--- config.mk ---
export PLATFORM = sky130hd
export DESIGN_NAME = text_to_integer_parser
export DESIGN_NICKNAME = d
export VERILOG_FILES = /design/src/rtl/core/ttoi_pkg.sv /design/src/rtl/core/ttoi_classify.sv /design/src/rtl/core/ttoi_accum.sv /design/src/rtl/core/text_to_integer_parser.sv
export SDC_FILE = /design/constraint.sdc
export NUM_CORES = 1
export LEC_CHECK = 0
export CAP_MARGIN = 20
export CORE_ASPECT_RATIO = 2
export CORE_MARGIN = 4
export CORE_UTILIZATION = 38
export DETAILED_ROUTE_END_ITERATION = 12
export DONT_BUFFER_PORTS = 1
export MAX_ROUTING_LAYER = met4
export PLACE_DENSITY = 0.56
export SLEW_MARGIN = 40
export SYNTH_ARGS = -nofsm -noshare
export SYNTH_HDL_FRONTEND = slang
export SYNTH_HIERARCHICAL = 1
export SYNTH_SLANG_ARGS = --single-unit
--- constraint.sdc ---
create_clock -name clk -period 8.7 [get_ports clk]
set_input_delay 1.74 -clock clk [delete_from_list [all_inputs] [get_ports clk]]
set_output_delay 1.74 -clock clk [all_outputs]
set_load 0.05 [all_outputs]
--- src/rtl/core/ttoi_pkg.sv ---
package ttoi_pkg;

	localparam int unsigned CH_W    = 8;
	localparam int unsigned RADIX_W = 6;
	localparam int unsigned VAL_W   = 64;
	localparam int unsigned ST_W    = 3;
	localparam int unsigned PH_W    = 2;
	localparam int unsigned SYM_W   = 6;
	// product of magnitude and radix plus one digit
	localparam int unsigned ACC_W   = VAL_W + RADIX_W;

	localparam logic [RADIX_W-1:0] RADIX_RESET = 6'd10;

	localparam logic [ST_W-1:0] ST_OK         = 3'd0;
	localparam logic [ST_W-1:0] ST_BAD_BASE   = 3'd1;
	localparam logic [ST_W-1:0] ST_BAD_SYMBOL = 3'd2;
	localparam logic [ST_W-1:0] ST_OVERFLOW   = 3'd3;
	localparam logic [ST_W-1:0] ST_UNDERFLOW  = 3'd4;

	localparam logic [PH_W-1:0] PH_SPACE = 2'd0;
	localparam logic [PH_W-1:0] PH_SIGN  = 2'd1;
	localparam logic [PH_W-1:0] PH_DIGIT = 2'd2;
	localparam logic [PH_W-1:0] PH_STOP  = 2'd3;

	localparam logic [CH_W-1:0] CH_NUL   = 8'd0;
	localparam logic [CH_W-1:0] CH_TAB   = 8'd9;
	localparam logic [CH_W-1:0] CH_CR    = 8'd13;
	localparam logic [CH_W-1:0] CH_SPACE = 8'd32;
	localparam logic [CH_W-1:0] CH_PLUS  = 8'd43;
	localparam logic [CH_W-1:0] CH_MINUS = 8'd45;
	localparam logic [CH_W-1:0] CH_ZERO  = 8'd48;
	localparam logic [CH_W-1:0] CH_NINE  = 8'd57;
	localparam logic [CH_W-1:0] CH_UC_A  = 8'd65;
	localparam logic [CH_W-1:0] CH_UC_Z  = 8'd90;
	localparam logic [CH_W-1:0] CH_LC_A  = 8'd97;
	localparam logic [CH_W-1:0] CH_LC_Z  = 8'd122;
	localparam logic [CH_W-1:0] UC_OFS   = 8'd55;
	localparam logic [CH_W-1:0] LC_OFS   = 8'd87;

	localparam logic [VAL_W-1:0] MAG_MAX = {1'b0, {(VAL_W-1){1'b1}}};
	localparam logic [VAL_W-1:0] MAG_MIN = {1'b1, {(VAL_W-1){1'b0}}};

	typedef struct packed {
		logic             term;
		logic             space;
		logic             plus;
		logic             minus;
		logic             sym;
		logic [SYM_W-1:0] sym_val;
	} ch_class_t;

endpackage

--- src/rtl/core/ttoi_classify.sv ---
module ttoi_classify
	import ttoi_pkg::*;
(
	input  logic [CH_W-1:0] ch,
	output ch_class_t       cls
);

	logic [CH_W-1:0] diff;

	always_comb begin
		cls = '0;
		diff = '0;
		cls.term  = (ch == CH_NUL);
		cls.plus  = (ch == CH_PLUS);
		cls.minus = (ch == CH_MINUS);
		case (ch) inside
			[CH_TAB:CH_CR], CH_SPACE: begin
				cls.space = 1'b1;
			end
			[CH_ZERO:CH_NINE]: begin
				cls.sym = 1'b1;
				diff = ch - CH_ZERO;
			end
			[CH_UC_A:CH_UC_Z]: begin
				cls.sym = 1'b1;
				diff = ch - UC_OFS;
			end
			[CH_LC_A:CH_LC_Z]: begin
				cls.sym = 1'b1;
				diff = ch - LC_OFS;
			end
			default: begin
				cls.sym = 1'b0;
			end
		endcase
		cls.sym_val = diff[SYM_W-1:0];
	end

endmodule

--- src/rtl/core/ttoi_accum.sv ---
module ttoi_accum
	import ttoi_pkg::*;
(
	input  logic               clk,
	input  logic               arst_n,
	input  logic               cfg_wr_en,
	input  logic [RADIX_W-1:0] cfg_wr_data,
	input  logic               step,
	input  ch_class_t          cls,
	output logic [VAL_W-1:0]   res_value,
	output logic [ST_W-1:0]    res_status
);

	logic [RADIX_W-1:0] radix_q;
	logic [PH_W-1:0]    phase_q, phase_d;
	logic               neg_q, neg_d;
	logic [VAL_W-1:0]   mag_q, mag_d;
	logic [ST_W-1:0]    err_q, err_d;
	logic [ACC_W-1:0]   acc;
	logic               sign_ok;

	// magnitude stays at most MAG_MAX, so anything above bit VAL_W-2 is overflow
	assign acc = mag_q * radix_q + ACC_W'(cls.sym_val);

	always_comb begin
		phase_d = phase_q;
		neg_d   = neg_q;
		mag_d   = mag_q;
		err_d   = err_q;
		sign_ok = (phase_q == PH_SIGN) || (phase_q == PH_SPACE && !cls.space);
		if (cls.term) begin
			phase_d = PH_SPACE;
			neg_d   = 1'b0;
			mag_d   = '0;
			err_d   = ST_OK;
		end else if (phase_q != PH_STOP && !(phase_q == PH_SPACE && cls.space)) begin
			if (sign_ok && (cls.plus || cls.minus)) begin
				neg_d   = neg_q ^ cls.minus;
				phase_d = PH_SIGN;
			end else if (!cls.sym) begin
				err_d   = ST_BAD_SYMBOL;
				phase_d = PH_STOP;
			end else if (cls.sym_val >= radix_q) begin
				err_d   = ST_BAD_BASE;
				phase_d = PH_STOP;
			end else if (acc[ACC_W-1:VAL_W-1] != '0) begin
				err_d   = neg_q ? ST_UNDERFLOW : ST_OVERFLOW;
				phase_d = PH_STOP;
			end else begin
				mag_d   = acc[VAL_W-1:0];
				phase_d = PH_DIGIT;
			end
		end
	end

	always_comb begin
		case (err_q)
			ST_OK:        res_value = neg_q ? (VAL_W'(0) - mag_q) : mag_q;
			ST_OVERFLOW:  res_value = MAG_MAX;
			ST_UNDERFLOW: res_value = MAG_MIN;
			default:      res_value = '0;
		endcase
	end
	assign res_status = err_q;

	always_ff @(posedge clk or negedge arst_n) begin
		if (!arst_n) begin
			radix_q <= RADIX_RESET;
		end else if (cfg_wr_en) begin
			radix_q <= cfg_wr_data;
		end
	end

	always_ff @(posedge clk or negedge arst_n) begin
		if (!arst_n) begin
			phase_q <= PH_SPACE;
			neg_q   <= 1'b0;
			mag_q   <= '0;
			err_q   <= ST_OK;
		end else if (step) begin
			phase_q <= phase_d;
			neg_q   <= neg_d;
			mag_q   <= mag_d;
			err_q   <= err_d;
		end
	end

endmodule

--- src/rtl/core/text_to_integer_parser.sv ---
// Character stream to signed 64-bit integer parser, strtol style, in the base
// held in the radix register (reset 10). One character is taken per cycle with
// no bubbles: the parse state (phase, sign, magnitude, status) updates in a
// single stage whose critical path is one 64x6 multiply-add and overflow
// compare. Each character waits in the input register, and a result is loaded
// into the output register when its zero terminator steps the parse state from
// that register. Only the terminator stalls the input, and only while an
// earlier result still waits on the output. Write radix only while idle.
module text_to_integer_parser
	import ttoi_pkg::*;
(
	input  logic                    clk,
	input  logic                    arst_n,
	input  logic                    cfg_wr_en,
	input  logic [RADIX_W-1:0]      cfg_wr_data,
	input  logic                    in_valid,
	output logic                    in_ready,
	input  logic [CH_W-1:0]         ch,
	output logic                    out_valid,
	input  logic                    out_ready,
	output logic signed [VAL_W-1:0] value,
	output logic [ST_W-1:0]         status
);

	logic             valid_s1;
	logic [CH_W-1:0]  ch_s1;
	ch_class_t        cls;
	logic             advance;
	logic             step;
	logic             load_out;
	logic [VAL_W-1:0] res_value;
	logic [ST_W-1:0]  res_status;
	logic             out_valid_q;
	logic [VAL_W-1:0] value_q;
	logic [ST_W-1:0]  status_q;

	ttoi_classify u_cls (
		.ch  (ch_s1),
		.cls (cls)
	);

	ttoi_accum u_acc (
		.clk         (clk),
		.arst_n      (arst_n),
		.cfg_wr_en   (cfg_wr_en),
		.cfg_wr_data (cfg_wr_data),
		.step        (step),
		.cls         (cls),
		.res_value   (res_value),
		.res_status  (res_status)
	);

	assign advance  = !cls.term || !out_valid_q || out_ready;
	assign step     = valid_s1 && advance;
	assign load_out = step && cls.term;
	assign in_ready = !valid_s1 || advance;

	always_ff @(posedge clk or negedge arst_n) begin
		if (!arst_n) begin
			valid_s1 <= 1'b0;
		end else if (in_ready) begin
			valid_s1 <= in_valid;
		end
	end

	always_ff @(posedge clk) begin
		if (in_ready && in_valid) begin
			ch_s1 <= ch;
		end
	end

	always_ff @(posedge clk or negedge arst_n) begin
		if (!arst_n) begin
			out_valid_q <= 1'b0;
		end else if (load_out) begin
			out_valid_q <= 1'b1;
		end else if (out_ready) begin
			out_valid_q <= 1'b0;
		end
	end

	always_ff @(posedge clk) begin
		if (load_out) begin
			value_q  <= res_value;
			status_q <= res_status;
		end
	end

	assign out_valid = out_valid_q;
	assign value     = value_q;
	assign status    = status_q;

	a_ovf_sat: assert property (@(posedge clk) disable iff (!arst_n)
		out_valid && status == ST_OVERFLOW |-> value == MAG_MAX)
		else $error("overflow result not saturated to max");

	a_udf_sat: assert property (@(posedge clk) disable iff (!arst_n)
		out_valid && status == ST_UNDERFLOW |-> value == MAG_MIN)
		else $error("underflow result not saturated to min");

	a_err_zero: assert property (@(posedge clk) disable iff (!arst_n)
		out_valid && (status == ST_BAD_BASE || status == ST_BAD_SYMBOL) |-> value == '0)
		else $error("symbol error result not zero");

	a_no_drop: assert property (@(posedge clk) disable iff (!arst_n)
		out_valid && !out_ready |-> !load_out)
		else $error("result overwritten while held");

endmodule

==> results.py, run 1 <==
metrics = {
    "setup_path": {
        "crit_top_cell": "fa_1",
        "r2r-end": "u_acc/mag_q[7]",
        "crit_chain": "buf_4, and2_1, fa_1, fa_1, fa_1, ha_1, ha_1, a21oi_1, o21ai_1, a221oi_2, o21ai_0, a221oi_1, a21oi_1, or4_4, a2111oi_4, and3_2, buf_4, a32o_1",
        "reg2regPathDepth": 18,
        "worstPathArrival_ps": 8250,
        "rrSetupSlack_ps": 850,
        "r2r_start": "u_acc/radix_q[1]",
        "endpoint": "u_acc/mag_q[7]",
        "worst_path_dominant_cell_family": "compound AO/OA/AOI/OAI gates",
        "cp_slowest_cell": "dfstp_2",
        "worst-path-stages": 18,
        "criticalPathCategory": "flip-flop to flip-flop",
        "worstSetupEndpointType": "flip-flop",
        "path_buf_inv": 2,
        "worstSetupStartpoint": "u_acc/radix_q[1]",
        "crit_required_ps": 9100,
        "crit_path_max_fanout": 32,
        "cpPeakStageDelay_ps": 960,
        "startpoint_type": "flip-flop",
    },
    "finish": {
        "multi_input_area_um2": 15800,
        "mostFrequentLayoutCell": "and2_1",
        "n_fill_cell": 5349,
        "final_area_um2": 21900,
        "regArea_um2": 4210,
        "nets": 2499,
        "mostFrequentLayoutCells": "370 x and2_1, 252 x fa_1, 161 x ha_1",
        "drive_above_1_share_pct": 4.52,
        "areaGrowthSynthToFinish_pct": 4.42,
    },
    "clock_tree": {
        "cts_buffer_depth": 2,
        "post-cts-setup-buffers": 0,
        "cts-resized-gates": 0,
        "ctsRootBufferMaster": "clkbuf_16",
        "cts_tree": "done",
        "htreeDepth": 4,
        "hold_buffers": 0,
        "cts.sink_count": 153,
        "cts_buffers": 17,
        "clk_latency_ps": 470,
        "clkTransAtPathRegs_ps": 80,
    },
    "die": {
        "rows": 121,
        "die_w_um": 174,
        "start_util_pct": 38.5,
        "pin_count": 88,
        "dieArea_um2": 59300,
        "coreArea_um2": 54500,
        "die_y_um": 340,
    },
    "min_path": {
        "worstHoldPathType": "flip-flop to flip-flop",
    },
    "drt": {
        "maxUsedRoutingLayer": "met4",
        "vias": 16200,
        "post_drt_wl_per_cell_um": 22.7,
        "wl_met1_um": 21900,
        "wl_um": 62600,
        "viasPerCell": 5.87,
        "first_iter_violations": 941,
        "drc_errors": 0,
        "wl_met2_um": 35200,
        "met3_length_um": 1930,
        "drt_pass1_iterations": 7,
        "postRouteAntennaNets": 0,
    },
    "synth": {
        "yosys.area.top_type": "fa_1",
        "ys.warnings.count": 6,
        "ys_ff_latch": 153,
        "synth_cell_types": 87,
        "ys_seq_area_share_pct": 20.0,
        "synth_flop_cell": "dfrtp_1",
        "yosysTopAreaCellShare_pct": 24.0,
        "synth_nets": 2632,
        "syn_area_per_cell_um2": 9.54,
        "yosys-top-cells-area": "fa_1 24%, and2_1 11%, edfxtp_1 11%",
        "synthCells": 2200,
        "synth_edf_count": 75,
        "syn_area_um2": 21000,
        "synth-async-reset-ratio_pct": 51.0,
    },
    "grt": {
        "grt_max_degree": 79,
        "antenna_found_initial": 3,
        "grt_util_all_layers_pct": 22.1,
        "grt_pass1_vias": 17800,
        "overflow": 0,
        "grt_pass1_wl_um": 100000,
    },
    "sta": {
        "relSlewSlack_pct": 43.7,
        "tightestPinTransition_ps": 841,
        "rsz0062_at_grt": "no",
        "finalCritPeriodShare_pct": 90.2,
        "skew_ps": 21.4,
        "final-setup-viol-count": 0,
        "report.final.slew_viol_count": 0,
        "max_freq_mhz": 127,
        "tns_ps": 0,
        "hold_viol_final": 0,
        "min_period_ps": 7850,
    },
    "placement": {
        "dp_hpwl_um": 49500,
        "io_buffers": 0,
        "placed_cell_area_um2": 21300,
        "place_congestion": 0.986,
    },
    "status": {
        "status": "complete, no violations",
    },
    "flow_run": {
        "maxCapViolations": 0,
    },
}
## final cells by class
cell class	count	area share, %
inverter	78	1.34
clock buffer	19	1.98
clock inverter	13	0.520
multi-input combinational	1796	72.3
timing repair buffer	21	0.771
sequential	153	19.2
antenna	4	0.0457
tap	676	3.86
## sequential cells by signal, indices dropped and copies added (netlist names), 2 cells and up
register and count:
u_acc/mag_q 64, value 64, ch_s1 8, u_acc/radix_q 6, status 3, u_acc/res_status 3
u_acc/phase_q 2
## routing by layer
metal | GRT usage, % | vias up
met3 | 2.21 | 158
met5 | - | -
met2 | 42.1 | 465
li1 | - | 7321
met1 | 22.1 | 8244
met4 | 11.3 | 0
## worst min-delay path by stage
stage	start	endpoint	slack [ps]	cells past startpoint
after floorplan	u_acc/res_status[2]	status[2]	470	0
after global placement	u_acc/phase_q[1]	u_acc/phase_q[1]	520	1
after detailed placement	u_acc/phase_q[1]	u_acc/phase_q[1]	530	1
after CTS	u_acc/phase_q[1]	u_acc/phase_q[1]	550	1
after global routing	u_acc/phase_q[1]	u_acc/phase_q[1]	560	1
final	u_acc/phase_q[1]	u_acc/phase_q[1]	550	1
## cells by family after synthesis
group / after synthesis / share of synthesized area [%]
buffers and inverters: 251 / 4.77
DFF: 153 / 20.0
AOI/OAI and AO/OA: 490 / 15.6
and+or+nand+nor: 762 / 20.5
adders and majority gates: 413 / 33.6
xor gates and xnor gates: 127 / 5.30
muxes: 4 / 0.197
## synthesized netlist by cell type, drive strengths merged (4+ instances only)
cell / n
and2: 371
fa: 252
ha: 161
o21ai: 155
clkbuf: 145
nand2: 127
a21oi: 114
xor2: 84
inv: 78
dfrtp: 76
edfxtp: 75
nor2: 67
a22o: 54
xnor2: 43
nand4: 35
nor3: 35
nand3: 31
a21o: 28
buf: 28
o31ai: 20
o21bai: 17
or3: 17
nand2b: 16
a211oi: 13
nor2b: 11
nor4: 11
o21a: 10
o41ai: 9
a221o: 8
o211ai: 8
or4: 8
a31oi: 7
or2: 7
a21boi: 6
and4: 6
a32o: 5
and3: 5
a2111oi: 4
a221oi: 4
nand4b: 4
## per-stage QoR
stage | worst slack, ps | hold slack (ps) | std cells | utilization [%]
2_1_floorplan | 2430 | 467 | 2200 | -
3_3_place_gp | 696 | 522 | 2722 | 39.1
3_5_place_dp | 884 | 531 | 2724 | 39.2
4_1_cts | 824 | 554 | 2756 | 40.2
5_1_grt | 436 | 561 | 2759 | 40.2
6_report | 855 | 553 | 2760 | 40.2
Power of run 1 is left out: the tool's default activity adds up to more than one toggle a clock period on the data nets, which glitch-free logic cannot reach.
==> run 2: changes to the inputs <==
--- a/config.mk
+++ b/config.mk
@@ -6,13 +6,13 @@
 export NUM_CORES = 1
 export LEC_CHECK = 0
 export CAP_MARGIN = 20
-export CORE_ASPECT_RATIO = 2
+export CORE_ASPECT_RATIO = 0.9
 export CORE_MARGIN = 4
 export CORE_UTILIZATION = 38
 export DETAILED_ROUTE_END_ITERATION = 12
 export DONT_BUFFER_PORTS = 1
 export MAX_ROUTING_LAYER = met4
-export PLACE_DENSITY = 0.56
+export PLACE_DENSITY = 0.63
 export SLEW_MARGIN = 40
 export SYNTH_ARGS = -nofsm -noshare
 export SYNTH_HDL_FRONTEND = slang
==> run 2 against run 1 <==
Sequential cell count is the same. Global-route usage down 1.4 points. Count of clock-buffer cells in the layout grew 1. Critical path depth rose by 5. Fmax up 0.52%. Final area grew 0.34%. Routed wire length down 7.5%. Register-to-register slack improved by 40 ps. Non-clock buffer count unchanged. Setup slack gained 40 ps. Critical path type unchanged. Largest cell class unchanged. Highest routed layer unchanged.
==> results.py, run 2 (synthesized netlist as in run 1, its figures left out) <==
metrics = {
    "status": {
        "status": "complete, no violations",
    },
    "setup_path": {
        "cpPeakStageDelay_ps": 1030,
        "crit_required_ps": 9140,
        "criticalPathCategory": "flip-flop to flip-flop",
        "worstPathArrival_ps": 8240,
        "startpoint_type": "flip-flop",
        "path_buf_inv": 7,
        "crit_path_max_fanout": 34,
        "cp_slowest_cell": "dfstp_2",
        "crit_chain": "buf_4, inv_1, nor2_1, ha_1, inv_1, fa_1, inv_1, fa_1, inv_1, fa_1, inv_1, ha_1, nand3_1, a21oi_1, o2111ai_1, a2111oi_4, o21ai_1, a2111o_1, a32o_1, a2111oi_4, and3_2, buf_12, a32o_1",
        "crit_top_cell": "inv_1",
        "worst_path_dominant_cell_family": "compound AO/OA/AOI/OAI gates",
        "worstSetupEndpointType": "flip-flop",
    },
    "sta": {
        "final-setup-viol-count": 0,
        "max_freq_mhz": 128,
        "finalCritPeriodShare_pct": 89.7,
        "min_period_ps": 7810,
        "tns_ps": 0,
        "hold_viol_final": 0,
        "relSlewSlack_pct": 44.3,
        "report.final.slew_viol_count": 0,
        "skew_ps": 12.3,
        "rsz0062_at_grt": "no",
        "tightestPinTransition_ps": 827,
    },
    "drt": {
        "drc_errors": 0,
        "drt_pass1_iterations": 5,
        "postRouteAntennaNets": 0,
        "vias": 15900,
        "first_iter_violations": 1043,
        "viasPerCell": 5.70,
        "wl_um": 57900,
        "post_drt_wl_per_cell_um": 20.8,
    },
    "placement": {
        "dp_hpwl_um": 44100,
        "place_congestion": 0.894,
        "io_buffers": 0,
    },
    "finish": {
        "mostFrequentLayoutCells": "370 x and2_1, 252 x fa_1, 161 x ha_1",
        "n_fill_cell": 5310,
        "areaGrowthSynthToFinish_pct": 4.78,
        "nets": 2499,
        "mostFrequentLayoutCell": "and2_1",
        "drive_above_1_share_pct": 4.52,
    },
    "clock_tree": {
        "cts-resized-gates": 0,
        "cts_buffers": 17,
        "htreeDepth": 4,
        "cts_tree": "done",
        "clkTransAtPathRegs_ps": 70,
        "hold_buffers": 0,
        "cts.sink_count": 153,
        "post-cts-setup-buffers": 0,
        "clk_latency_ps": 500,
        "ctsRootBufferMaster": "clkbuf_16",
        "cts_buffer_depth": 2,
    },
    "die": {
        "die_w_um": 256,
        "pin_count": 88,
        "die_y_um": 231,
        "dieArea_um2": 59000,
        "rows": 81,
        "coreArea_um2": 54500,
        "start_util_pct": 38.5,
    },
    "grt": {
        "use_met3_pct": 4.44,
        "grt_pass1_wl_um": 95000,
        "grt_util_all_layers_pct": 20.8,
        "grt_pass1_vias": 16500,
        "overflow": 0,
        "antenna_found_initial": 2,
        "met2_usage_pct": 31.2,
        "grt-busiest-layer": "met2",
        "grt_max_degree": 79,
        "gr-usage-met1_pct": 28.9,
    },
    "min_path": {
        "worstHoldPathType": "flip-flop to flip-flop",
    },
    "flow_run": {
        "maxCapViolations": 0,
    },
}
## run 2: cell types whose count changed in the layout (fill, tap and decap cells not counted), sizes merged
cell / before / now
bufinv: 0 / 1
clkbuf: 19 / 20
clkinv: 3 / 4
clkinvlp: 4 / 3
diode: 4 / 1
inv: 84 / 82
## run 2: final cells by class
| class | count | area (um2) | area share (%) |
|---|---|---|---|
| Inverter | 78 | 293 | 1.33 |
| Sequential cell | 153 | 4210 | 19.2 |
| Clock buffer | 20 | 458 | 2.08 |
| Timing Repair Buffer | 21 | 205 | 0.933 |
| Clock inverter | 12 | 114 | 0.518 |
| Multi-Input combinational cell | 1796 | 15800 | 72.0 |
| Antenna cell | 1 | 2.50 | 0.0114 |
| Tap cell | 705 | 882 | 4.01 |
## run 2: final timing paths
check	startpoint	to	slack (ps)	depth (start not counted)
min reg2reg	valid_s1	out_valid	550	1
min in group asynchronous	arst_n	u_acc/mag_q[4]	930	0
min	valid_s1	out_valid	550	1
max in group asynchronous	arst_n	u_acc/radix_q[1]	7560	0
max	u_acc/radix_q[3]	u_acc/mag_q[7]	890	23
max reg2reg	u_acc/radix_q[3]	u_acc/mag_q[7]	890	23
## run 2: per-layer routing
| layer | part of all wire, % | vias up |
|---|---|---|
| li1 | - | 7311 |
| met1 | 48 | 8121 |
| met2 | 45 | 393 |
| met3 | 5.1 | 52 |
| met4 | 1.9 | 0 |
| met5 | 0 | - |
## run 2: per-stage QoR
| stage | area [um2] | hold slack (ps) | instances | setup WS [ps] | util (%) |
|---|---|---|---|---|---|
| floorplan | 21000 | 467 | 2200 | 2430 | - |
| global placement | 21300 | 520 | 2750 | 1070 | 39.1 |
| detailed placement | 21400 | 522 | 2753 | 971 | 39.2 |
| CTS | 22000 | 549 | 2785 | 958 | 40.3 |
| global route | 22000 | 573 | 2786 | 468 | 40.3 |
| finish | 22000 | 552 | 2786 | 895 | 40.3 |
Power of run 2 is left out for the same reason.
